--- src/hdl/scalar_kalman_smoother_assert.svh ---
// Assertion shorthands shared by the smoother RTL.
// Each expects clk and rst in scope.
`ifndef SCALAR_KALMAN_SMOOTHER_ASSERT_SVH
`define SCALAR_KALMAN_SMOOTHER_ASSERT_SVH

// Same-cycle implication.
`define SKS_ASSERT_NOW(label, ante, cons) \
  label: assert property (@(posedge clk) disable iff (rst) (ante) |-> (cons)) \
    else $error("sks assertion failed");

// Next-cycle implication.
`define SKS_ASSERT_NEXT(label, ante, cons) \
  label: assert property (@(posedge clk) disable iff (rst) (ante) |=> (cons)) \
    else $error("sks assertion failed");

`endif

--- src/hdl/sks_pkg.sv ---
package sks_pkg;

  localparam int MEAS_W  = 32;
  localparam int COV_W   = 24;
  localparam int CHAN_W  = 3;
  localparam int GAIN_W  = 16;
  localparam int CFG_IDX_W  = 2;
  localparam int CFG_DATA_W = 32;

  localparam logic [COV_W-1:0]  COV_MAX = {COV_W{1'b1}};
  localparam logic [GAIN_W-1:0] GAIN_MAX = {GAIN_W{1'b1}};
  localparam logic [GAIN_W:0]   GAIN_ONE = {1'b1, {GAIN_W{1'b0}}};

  // Register reset values
  localparam logic [COV_W-1:0]  PROCESS_NOISE_RST = 24'd66;
  localparam logic [COV_W-1:0]  MEASURE_NOISE_RST = 24'd6554;
  localparam logic [COV_W-1:0]  ERROR_INIT_RST    = 24'd6554;
  localparam logic [MEAS_W-1:0] ESTIMATE_INIT_RST = 32'd0;

  // Register indexes
  localparam logic [CFG_IDX_W-1:0] CFG_PROCESS_NOISE = 2'd0;
  localparam logic [CFG_IDX_W-1:0] CFG_MEASURE_NOISE = 2'd1;
  localparam logic [CFG_IDX_W-1:0] CFG_ERROR_INIT    = 2'd2;
  localparam logic [CFG_IDX_W-1:0] CFG_ESTIMATE_INIT = 2'd3;

  typedef struct packed {
    logic [CHAN_W-1:0]        channel;
    logic signed [MEAS_W-1:0] measurement;
  } sample_t;

  typedef struct packed {
    logic [CHAN_W-1:0]        channel_out;
    logic signed [MEAS_W-1:0] estimate;
  } result_t;

  // Controller to datapath commands
  typedef struct packed {
    logic load;     // capture sample beat
    logic predict;  // P1 = sat(P + Q), fetch X
    logic sum;      // S = sat(P1 + R), diff = m - X, seed divider
    logic div;      // one restoring divide step
    logic gain;     // select K
    logic mul;      // both products
    logic commit;   // write back state, load result register
  } cmd_t;

  // Datapath to controller status
  typedef struct packed {
    logic ch_ok;    // captured channel is in range
  } status_t;

endpackage

--- src/hdl/sks_stream_if.sv ---
interface sks_stream_if #(
  parameter type payload_t = logic [0:0]
);
  logic     valid;
  logic     ready;
  payload_t payload;

  modport source (output valid, output payload, input ready);
  modport sink (input valid, input payload, output ready);
endinterface

--- src/hdl/sks_ctrl.sv ---
module sks_ctrl
  import sks_pkg::*;
(
  input  logic    clk,
  input  logic    rst,
  input  logic    sample_valid,
  output logic    sample_ready,
  output logic    result_valid,
  input  logic    result_ready,
  input  status_t status,
  output cmd_t    cmd
);

`include "scalar_kalman_smoother_assert.svh"

  localparam int ST_W = 3;
  localparam logic [ST_W-1:0] ST_IDLE    = 3'd0;
  localparam logic [ST_W-1:0] ST_PREDICT = 3'd1;
  localparam logic [ST_W-1:0] ST_SUM     = 3'd2;
  localparam logic [ST_W-1:0] ST_DIV     = 3'd3;
  localparam logic [ST_W-1:0] ST_GAIN    = 3'd4;
  localparam logic [ST_W-1:0] ST_MUL     = 3'd5;
  localparam logic [ST_W-1:0] ST_DONE    = 3'd6;

  localparam int CNT_W = $clog2(GAIN_W);
  localparam logic [CNT_W-1:0] CNT_LAST = CNT_W'(GAIN_W - 1);

  logic [ST_W-1:0]  state, state_next;
  logic [CNT_W-1:0] div_cnt;
  logic             result_free;

  assign result_free  = !result_valid || result_ready;
  assign sample_ready = (state == ST_IDLE);

  always_comb begin
    state_next = state;
    cmd        = '0;
    case (state)
      ST_IDLE: begin
        if (sample_valid) begin
          cmd.load   = 1'b1;
          state_next = ST_PREDICT;
        end
      end
      ST_PREDICT: begin
        cmd.predict = 1'b1;
        state_next  = status.ch_ok ? ST_SUM : ST_DONE;
      end
      ST_SUM: begin
        cmd.sum    = 1'b1;
        state_next = ST_DIV;
      end
      ST_DIV: begin
        cmd.div = 1'b1;
        if (div_cnt == CNT_LAST) begin
          state_next = ST_GAIN;
        end
      end
      ST_GAIN: begin
        cmd.gain   = 1'b1;
        state_next = ST_MUL;
      end
      ST_MUL: begin
        cmd.mul    = 1'b1;
        state_next = ST_DONE;
      end
      ST_DONE: begin
        if (result_free) begin
          cmd.commit = 1'b1;
          state_next = ST_IDLE;
        end
      end
      default: begin
        state_next = ST_IDLE;
      end
    endcase
  end

  always_ff @(posedge clk) begin
    if (rst) begin
      state        <= ST_IDLE;
      div_cnt      <= '0;
      result_valid <= 1'b0;
    end else begin
      state        <= state_next;
      result_valid <= cmd.commit || (result_valid && !result_ready);
      if (cmd.sum) begin
        div_cnt <= '0;
      end else if (cmd.div) begin
        div_cnt <= div_cnt + 1'b1;
      end
    end
  end

  `SKS_ASSERT_NOW(a_no_overwrite, cmd.commit, !result_valid || result_ready)
  `SKS_ASSERT_NEXT(a_one_item, sample_valid && sample_ready, !sample_ready)
  `SKS_ASSERT_NOW(a_result_from_done, $rose(result_valid), $past(state) == ST_DONE)

endmodule

--- src/hdl/sks_dp.sv ---
module sks_dp
  import sks_pkg::*;
#(
  parameter int CHANNELS = 6
) (
  input  logic                  clk,
  input  logic                  rst,
  input  cmd_t                  cmd,
  output status_t               status,
  input  sample_t               sample,
  output result_t               result,
  input  logic                  cfg_write,
  input  logic [CFG_IDX_W-1:0]  cfg_index,
  input  logic [CFG_DATA_W-1:0] cfg_data
);

  localparam int IDX_W = (CHANNELS > 1) ? $clog2(CHANNELS) : 1;
  localparam int DIFF_W = MEAS_W + 1;
  localparam int PX_W = GAIN_W + 1 + DIFF_W;
  localparam int PP_W = GAIN_W + 1 + COV_W;

  logic [COV_W-1:0]  process_noise, measure_noise, error_init;
  logic [MEAS_W-1:0] estimate_init;

  logic signed [MEAS_W-1:0] estimates [CHANNELS];
  logic [COV_W-1:0]         covariances [CHANNELS];

  logic [CHAN_W-1:0]        ch;
  logic signed [MEAS_W-1:0] meas;
  logic                     ch_ok;
  logic [IDX_W-1:0]         idx;

  logic signed [MEAS_W-1:0] x;
  logic [COV_W-1:0]         p1, s;
  logic signed [DIFF_W-1:0] diff;
  logic [COV_W-1:0]         rem;
  logic [GAIN_W-1:0]        quo, k;
  logic signed [PX_W-1:0]   prod_x;
  logic [PP_W-1:0]          prod_p;

  logic [COV_W:0]           p1_sum, s_sum, rem_dbl, rem_sub;
  logic signed [MEAS_W-1:0] x_new;
  logic [COV_W-1:0]         p_new;

  assign idx          = IDX_W'(ch);
  assign status.ch_ok = ch_ok;

  assign p1_sum  = {1'b0, covariances[idx]} + {1'b0, process_noise};
  assign s_sum   = {1'b0, p1} + {1'b0, measure_noise};
  assign rem_dbl = {rem, 1'b0};
  assign rem_sub = rem_dbl - {1'b0, s};
  // Floor shift: arithmetic >>> 16, low 32 bits are enough since X_new fits.
  assign x_new   = x + prod_x[GAIN_W +: MEAS_W];
  assign p_new   = prod_p[GAIN_W +: COV_W];

  // Configuration registers
  always_ff @(posedge clk) begin
    if (rst) begin
      process_noise <= PROCESS_NOISE_RST;
      measure_noise <= MEASURE_NOISE_RST;
      error_init    <= ERROR_INIT_RST;
      estimate_init <= ESTIMATE_INIT_RST;
    end else if (cfg_write) begin
      case (cfg_index)
        CFG_PROCESS_NOISE: process_noise <= cfg_data[COV_W-1:0];
        CFG_MEASURE_NOISE: measure_noise <= cfg_data[COV_W-1:0];
        CFG_ERROR_INIT:    error_init    <= cfg_data[COV_W-1:0];
        CFG_ESTIMATE_INIT: estimate_init <= cfg_data[MEAS_W-1:0];
        default: ;
      endcase
    end
  end

  // Per-channel state: reload on either init write, update on commit
  always_ff @(posedge clk) begin
    if (rst) begin
      for (int i = 0; i < CHANNELS; i++) begin
        estimates[i]   <= ESTIMATE_INIT_RST;
        covariances[i] <= ERROR_INIT_RST;
      end
    end else if (cfg_write && cfg_index == CFG_ERROR_INIT) begin
      for (int i = 0; i < CHANNELS; i++) begin
        estimates[i]   <= estimate_init;
        covariances[i] <= cfg_data[COV_W-1:0];
      end
    end else if (cfg_write && cfg_index == CFG_ESTIMATE_INIT) begin
      for (int i = 0; i < CHANNELS; i++) begin
        estimates[i]   <= cfg_data[MEAS_W-1:0];
        covariances[i] <= error_init;
      end
    end else if (cmd.commit && ch_ok) begin
      estimates[idx]   <= x_new;
      covariances[idx] <= p_new;
    end
  end

  always_ff @(posedge clk) begin
    if (rst) begin
      ch_ok <= 1'b0;
    end else if (cmd.load) begin
      ch_ok <= ({29'd0, sample.channel} < 32'(CHANNELS));
    end
  end

  always_ff @(posedge clk) begin
    if (cmd.load) begin
      ch   <= sample.channel;
      meas <= sample.measurement;
    end
    if (cmd.predict) begin
      p1 <= p1_sum[COV_W] ? COV_MAX : p1_sum[COV_W-1:0];
      x  <= estimates[idx];
    end
    if (cmd.sum) begin
      s    <= s_sum[COV_W] ? COV_MAX : s_sum[COV_W-1:0];
      diff <= {meas[MEAS_W-1], meas} - {x[MEAS_W-1], x};
      rem  <= p1;
      quo  <= '0;
    end
    if (cmd.div) begin
      if (!rem_sub[COV_W]) begin
        rem <= rem_sub[COV_W-1:0];
        quo <= {quo[GAIN_W-2:0], 1'b1};
      end else begin
        rem <= rem_dbl[COV_W-1:0];
        quo <= {quo[GAIN_W-2:0], 1'b0};
      end
    end
    if (cmd.gain) begin
      if (s == '0) begin
        k <= '0;
      end else if (p1 == s) begin
        k <= GAIN_MAX;
      end else begin
        k <= quo;
      end
    end
    if (cmd.mul) begin
      prod_x <= PX_W'($signed({1'b0, k})) * PX_W'(diff);
      prod_p <= PP_W'(GAIN_ONE - {1'b0, k}) * PP_W'(p1);
    end
    if (cmd.commit) begin
      result.channel_out <= ch;
      result.estimate    <= ch_ok ? x_new : '0;
    end
  end

endmodule

--- src/hdl/scalar_kalman_smoother.sv ---
// A sample beat for a valid channel passes through predict, sum, the restoring gain
// divide, gain select and multiply before commit; a channel at or above CHANNELS goes
// from predict straight to commit. Only one sample is in flight: a new beat is taken only
// while idle. A result still held at the next commit stalls the sequencer until the
// result register frees. Reset (rst, synchronous, active high): registers take reset
// values; every channel reloads estimate 0, covariance 6554.
module scalar_kalman_smoother
  import sks_pkg::*;
#(
  parameter int CHANNELS = 6
) (
  input  logic                  clk,
  input  logic                  rst,
  sks_stream_if.sink            samples,
  sks_stream_if.source          results,
  input  logic                  cfg_write,
  input  logic [CFG_IDX_W-1:0]  cfg_index,
  input  logic [CFG_DATA_W-1:0] cfg_data
);

  // Command and status between the sequencer and the arithmetic.
  cmd_t    cmd;
  status_t status;
  sample_t sample;
  result_t result;

  // The sample payload is taken only on the load command, so it may move freely
  // while ready is low.
  assign sample          = samples.payload;
  assign results.payload = result;

  // Sequencer: capture the beat, predict, sum, divide sixteen steps, pick the
  // gain, multiply, then commit once the result register is free. The result
  // register lets the next sample beat land while the previous result waits.
  sks_ctrl u_ctrl (
    .clk          (clk),
    .rst          (rst),
    .sample_valid (samples.valid),
    .sample_ready (samples.ready),
    .result_valid (results.valid),
    .result_ready (results.ready),
    .status       (status),
    .cmd          (cmd)
  );

  // Datapath: configuration registers, per-channel estimate and covariance,
  // shared divider and the two gain products.
  sks_dp #(
    .CHANNELS (CHANNELS)
  ) u_dp (
    .clk       (clk),
    .rst       (rst),
    .cmd       (cmd),
    .status    (status),
    .sample    (sample),
    .result    (result),
    .cfg_write (cfg_write),
    .cfg_index (cfg_index),
    .cfg_data  (cfg_data)
  );

endmodule
--- src/flat_wrapper.sv ---
// flat-port wrapper written by rule: the top's interface ports become plain ports
module scalar_kalman_smoother_flat import sks_pkg::*;
#(
  parameter int CHANNELS = 6
)
  (clk, rst, cfg_write, cfg_index, cfg_data, samples_valid, samples_payload, samples_ready, results_valid, results_payload, results_ready);
  sks_stream_if samples_i ();
  sks_stream_if results_i ();
  input  logic clk;
  input  logic rst;
  input  logic cfg_write;
  input  logic [CFG_IDX_W-1:0] cfg_index;
  input  logic [CFG_DATA_W-1:0] cfg_data;
  input wire logic [$bits(samples_i.valid)-1:0] samples_valid;
  input wire logic [$bits(samples_i.payload)-1:0] samples_payload;
  output wire logic [$bits(samples_i.ready)-1:0] samples_ready;
  output wire logic [$bits(results_i.valid)-1:0] results_valid;
  output wire logic [$bits(results_i.payload)-1:0] results_payload;
  input wire logic [$bits(results_i.ready)-1:0] results_ready;
  assign samples_i.valid = samples_valid;
  assign samples_i.payload = samples_payload;
  assign samples_ready = samples_i.ready;
  assign results_valid = results_i.valid;
  assign results_payload = results_i.payload;
  assign results_i.ready = results_ready;
  scalar_kalman_smoother #(.CHANNELS(CHANNELS)) u_core (.clk(clk), .rst(rst), .samples(samples_i), .results(results_i), .cfg_write(cfg_write), .cfg_index(cfg_index), .cfg_data(cfg_data));
endmodule
--- config.mk ---
export PLATFORM = sky130hd
export DESIGN_NAME = scalar_kalman_smoother_flat
export DESIGN_NICKNAME = d
export VERILOG_FILES = /design/src/hdl/sks_pkg.sv /design/src/hdl/sks_stream_if.sv /design/src/hdl/sks_ctrl.sv /design/src/hdl/sks_dp.sv /design/src/hdl/scalar_kalman_smoother.sv /design/src/flat_wrapper.sv
export VERILOG_INCLUDE_DIRS = /design/src /design/src/hdl
export SDC_FILE = /design/constraint.sdc
export NUM_CORES = 2
export LEC_CHECK = 0
export BUFFER_PORTS_ARGS = -buffer_cell sky130_fd_sc_hd__buf_4
export CORE_MARGIN = 1
export CORE_UTILIZATION = 50
export CTS_CLUSTER_SIZE = 24
export DETAILED_ROUTE_END_ITERATION = 12
export GPL_TIMING_DRIVEN = 1
export HOLD_SLACK_MARGIN = 0.03
export PLACE_DENSITY = 0.66
export SYNTH_ARGS = -nofsm -noshare
export SYNTH_HDL_FRONTEND = slang
export SYNTH_SLANG_ARGS = --single-unit
--- constraint.sdc ---
create_clock -name clk -period 16.31 [get_ports clk]
set_input_delay 2.4465 -clock clk [delete_from_list [all_inputs] [get_ports clk]]
set_output_delay 2.4465 -clock clk [all_outputs]
set_load 0.02 [all_outputs]
==> Word-level counts from Yosys, hierarchy flattened <==
Memory sizes are Yosys's and may differ from the RTL's. A register that Yosys moved wholly into a read port is not among the register bits.
Index checks and enable logic that the tools add are counted.
{ "word_totals": {"output_inout_bits": 3, "ff_bits": 340, "ramBits": 336, "wordCells": 148, "n_memories": 2} }
{ "memory_table": {"columns": ["name", "depth", "word_bits", "read_ports", "rd_ports_with_merged_regs", "wr", "line", "rtl"], "rows": [
  ["u_core.u_dp.estimates", 6, 32, 1, 1, 6, "sks_dp.sv:25", "logic signed [MEAS_W-1:0] estimates [CHANNELS];"],
  ["u_core.u_dp.covariances", 6, 24, 1, 0, 6, "sks_dp.sv:26", "logic [COV_W-1:0] covariances [CHANNELS];"]
]} }
{ "op_classes": {"muxes": 61, "n_bitwise": 26, "multipliers": 2, "eq_ne": 14, "n_addsub": 7, "n_reduce_logical": 18} }
{ "op_table": {"columns": ["operator", "count"], "rows": [
  ["2-to-1 mux 32 bit", 13],
  ["2-to-1 mux 24 bit", 16],
  ["adder 24 x 24 -> 25 bit", 2],
  ["multiplier 17 x 33 -> 48 bit", 1],
  ["2-to-1 mux 16 bit", 3],
  ["multiplier 18 x 25 -> 40 bit", 1],
  ["subtractor 2 x 32 -> 33 bit", 1],
  ["adder 32 bit", 1],
  ["OR 1 bit", 26],
  ["subtractor 25 x 24 -> 25 bit", 1],
  ["== test 24 bit", 1],
  ["logical NOT 24 bit", 1],
  ["2-to-1 mux 1 bit", 24],
  ["case mux 3 bit (7 select lines)", 1],
  ["subtractor 17 x 16 -> 18 bit, first input constant", 1],
  ["2-to-1 mux 3 bit", 4],
  ["== test 3 bit, second input constant", 3],
  ["AND reduction 2 bit", 4],
  ["== test 3 x 2 -> 1 bit, second input constant", 2],
  ["inequality test 2 bit, second input constant", 3],
  ["adder 4 x 1 -> 4 bit, second input constant", 1],
  ["== test 2 bit, second input constant", 2],
  ["== test 4 bit, second input constant", 1],
  ["logical AND 1 bit", 4],
  ["other kinds (9)", 11]
]} }

==> Logic depth before layout (Yosys ltp) <==
{ "logic_depth": {"word_depth": 11, "depth_mapped": 32, "ltp_nobuf": 29} }

==> Modules after synthesis <==
From an unflattened synthesis, not the netlist that was laid out.
{ "unflattened": {"hier_cells": 6919, "area_unflattened_um2": 71357.2} }
{ "by_module_without_submodules": {"columns": ["mod", "area_per_inst_um2", "instances", "cells_each"], "rows": [
  ["sks_dp", 70899.2, 1, 6867],
  ["sks_ctrl", 454.2, 1, 51],
  ["scalar_kalman_smoother", 3.8, 1, 1]
]} }

==> Least setup slack after synthesis <==
No wires, ideal clock.
{ "synth_timing": {"path_type": "register to register", "start": "register u_core.u_dp.k[5]", "end": "register u_core.u_dp.prod_p[33] (data pin)", "stages_incl_launch_ff": 31, "t_arrival_ps": 7282, "required_time_ps": 16052, "synth_period_minus_slack_ps": 7539, "n_path_buf": 2, "slack_ps": 8771, "cell_sequence": "edfxtp_1 clkbuf_1 or4_1 nor2_1 nand2_1 nor4_1 xnor2_1 clkbuf_1 nand2_1 fa_1 inv_1 fa_1 inv_1 fa_1 inv_1 fa_1 fa_1 inv_1 fa_1 inv_1 ha_1 o21a_1 a21o_1 a31oi_4 a211oi_2 o31ai_4 nand2_2 a21o_1 a21o_1 a21oi_2 xnor2_1"} }
{ "synth_via": {"elab_chain_len": 2} }
{ "synth_rtl": {"columns": ["item", "line", "rtl"], "rows": [
  ["start: declaration", "sks_dp.sv:37", "logic [GAIN_W-1:0] quo, k;"],
  ["start signal: assignment", "sks_dp.sv:135", "k <= quo;"],
  ["subtractor 17 x 16 -> 18 bit", "sks_dp.sv:140", "prod_p <= PP_W'(GAIN_ONE - {1'b0, k}) * PP_W'(p1);"],
  ["multiplier 18 x 25 -> 40 bit", "sks_dp.sv:140", null],
  ["end signal: assignment", "sks_dp.sv:140", null],
  ["end: declaration", "sks_dp.sv:39", "logic [PP_W-1:0] prod_p;"]
]} }
Every way passes these cells.
A chain may end at the register's enable or synchronous reset.

==> Worst setup path in the final report <==
Same ends and word-level chain as after synthesis.

==> out/qor.csv <==
metric,value,unit
worst hold path type,flop to flop,
Slew Limit Headroom,19.4,%
nets,6400,
DRT Pass-1 Iters,7,
worst-skew pair later-pin latency,0.60,ns
initial core utilization,50.7,%
Critical Path RT,16.64,ns
Buffers on Ports,42,
"FFs w/ async S/R, synth",0,%
H-tree Lvls,2,
largest net degree at the start of global routing,82,
Final TNS setup,0,ns
Synth cell types,82,
syn_nets,6493,
clock sinks,396,
final hold violation count,0,
first-pass GRT wire length,214000,um
Final Skew,0.0349,ns
Slew Limit Fails,0,
critical path's most frequent cell,fa_1,
CP Class,flop to flop,
Startpoint Class,flop,
antenna violations before repair,4,
cts bufs inserted,43,
Tightest Pin Transition,1.20,ns
total core area,0.0989,sq mm
R2R Setup Slk,7.07,ns
hold path start,u_core.u_dp.estimates[0][24],
slowest library cell on the worst path,or4_1,
multi-input logic area,0.0349,sq mm
Post-route DRC,0,
Routed Antenna Nets,0,
grt ovf,0,
Avg Vias per Cell,5.54,
CTS max path bufs,3,
final WL,133000,um
gpl congestion,0.926,
sequential area share after synthesis,21.5,%
Worst EP arrival,9.57,ns
cells on worst reg2reg path,31,
"EDFF count, synth",283,
# fillers,8874,
Ports,43,
syn avg cell area,9.48,sq um
CTS tree,done,
Post-DP HPWL,95900,um
run status,finished clean,
gr usage total,27.1,%
Min-Delay Endpoint,u_core.u_dp.x[24],
min Tclk post-route,9.24,ns
post-CTS setup buffer count,0,
cts repair resizes,0,
Die H,319,um
register area,0.0108,sq mm
"flops & latches, synth",396,
die area,0.102,sq mm
Max-cap violations,0,
CTS hold repair buffers,0,
row count,115,
Crit path largest cell delay,0.63,ns
Crit. End Element,flop,
Synth Instances,5291,
share of cells above drive strength 1,4.72,%
Synth Flop Type,edfxtp_1,
via count of the first global-routing pass,37800,
Synth warnings,0,
CP max FO,35,
synthesis-to-finish area growth,6.29,%
unrepaired setup endpoints after global routing,false,
reg2reg end,u_core.u_dp.prod_p[33],
Iter 0 DRT Violations,2513,
setup violators final,0,
root buffer cell,clkbuf_16,
Syn Std Cell Area,0.0501,sq mm
Peak Freq,108,MHz
hold path cells,0,
die width,319,um
DR vias,36200,
"CTS clk-pin slew, worst paths",0.06,ns
WL/cell,20.4,um
period utilisation layout,56.7,%
worst r2r src,u_core.u_dp.k[5],
## layer usage
metal | global-route usage, % | wire length, um
met5 | 0 | 0
met2 | 44.0 | 62500
met3 | 3.71 | 9040
met4 | 8.70 | 4690
met1 | 37.4 | 56800
## cell type report
type,count,area share [%]
multi-input combinational,3655,65.4
sequential,396,20.2
inverter,987,6.95
tap,1287,3.02
clock buffer,51,2.11
timing repair buffer,115,1.62
clock inverter,29,0.646
antenna,4,0.0188
## kinds of logic (layout without fill, tap and decap cells)
group                      after synthesis  in the layout  share of synthesized area, %
other                                    0              4                             0
DFF                                    396            396                          21.5
xor gates and xnor gates               211            211                          3.70
buffers and inverters                 1240           1182                          9.36
and+or+nand+nor                       1645           1645                          15.5
muxes                                   61             61                          1.22
AOI/OAI and AO/OA                      576            576                          7.51
adders and majority gates             1162           1162                          41.3
## critical path: cells and delay by family (launching register included)
kind            cells  cell delay, ns
compound gates      9            1.85
xor+xnor            2            0.24
fa+ha+maj           7            3.21
buf+inv             7            0.92
simple gates        6            2.37
flops               1            0.35
## per-stage QoR
step	worst slack [ns]	instance area [sq um]	hold slack, ns	std cells	util (%)
final	7.07	53300	0.416	6524	53.9
after CTS	7.09	53300	0.416	6520	53.9
after floorplan	8.77	50100	0.400	5291	-
after detailed placement	7.16	51800	0.405	6440	52.4
after global placement	7.24	51800	0.401	6440	52.4
after global routing	6.68	53300	0.424	6524	53.9
## placed cells by master, fill, tap and decap left out, types with 18 or more instances in the layout
master	Yosys	layout
o21ai_1	28	29
clkbuf_16	0	43
a21oi_1	181	181
ha_1	342	342
edfxtp_1	283	283
o21a_1	41	41
a21o_1	64	64
nand2b_1	26	26
nor2b_1	27	27
fa_1	820	820
inv_1	986	986
dfxtp_1	113	113
xnor2_1	117	109
a22o_1	32	32
and2_1	356	357
xor2_1	93	90
nand3_1	26	26
nor3_1	45	43
and3_1	54	54
nand2_1	854	853
o22ai_1	26	26
nor4_1	21	21
mux2i_1	59	59
nor2_1	157	156
buf_4	1	115
o21ai_0	92	91
nand3b_1	18	18
## cells in the mapped netlist (18+ instances only)
cell,count,area [sq um]
inv_1,986,3700
nand2_1,854,3210
fa_1,820,16400
and2_1,356,2230
ha_1,342,4280
edfxtp_1,283,8500
clkbuf_1,231,867
a21oi_1,181,906
nor2_1,157,589
xnor2_1,117,1020
dfxtp_1,113,2260
xor2_1,93,815
o21ai_0,92,460
a21o_1,64,480
mux2i_1,59,591
and3_1,54,338
nor3_1,45,225
o21a_1,41,308
a22o_1,32,280
o21ai_1,28,140
nor2b_1,27,169
nand2b_1,26,163
nand3_1,26,130
o22ai_1,26,163
nor4_1,21,131
nand3b_1,18,135
## flip-flops by register name, summed over array words and instances, names as in the netlist
signal                      cells
u_core.u_dp.covariances        24
u_core.u_dp.x                  32
u_core.u_dp.error_init         24
u_core.u_dp.result              1
u_core.u_dp.meas                1
u_core.u_ctrl.div_cnt           4
u_core.u_dp.prod_x             32
u_core.u_dp.estimate_init      32
u_core.u_dp.process_noise      24
u_core.u_ctrl.state             3
u_core.u_dp.measure_noise      24
u_core.u_dp.k                  16
u_core.u_ctrl.result_valid      1
u_core.u_dp.p1                 24
u_core.u_dp.rem                24
u_core.u_dp.diff               33
u_core.u_dp.quo                16
u_core.u_dp.s                  24
u_core.u_dp.estimates          32
u_core.u_dp.prod_p             24
u_core.u_dp.status              1
## how the worst max path moves through the flow
stage,start,to,slack [ns]
3_3_place_gp,u_core.u_dp.k[5],u_core.u_dp.prod_p[33],7.24
5_1_grt,u_core.u_dp.k[5],u_core.u_dp.prod_p[33],6.68
2_1_floorplan,u_core.u_dp.k[5],u_core.u_dp.prod_p[33],8.77
6_report,u_core.u_dp.k[5],u_core.u_dp.prod_p[33],7.07
3_5_place_dp,u_core.u_dp.k[5],u_core.u_dp.prod_p[33],7.16
4_1_cts,u_core.u_dp.k[5],u_core.u_dp.prod_p[33],7.09
Power is left out: the tool's default activity adds up to more than one toggle a clock period on the data nets, which glitch-free logic cannot reach.
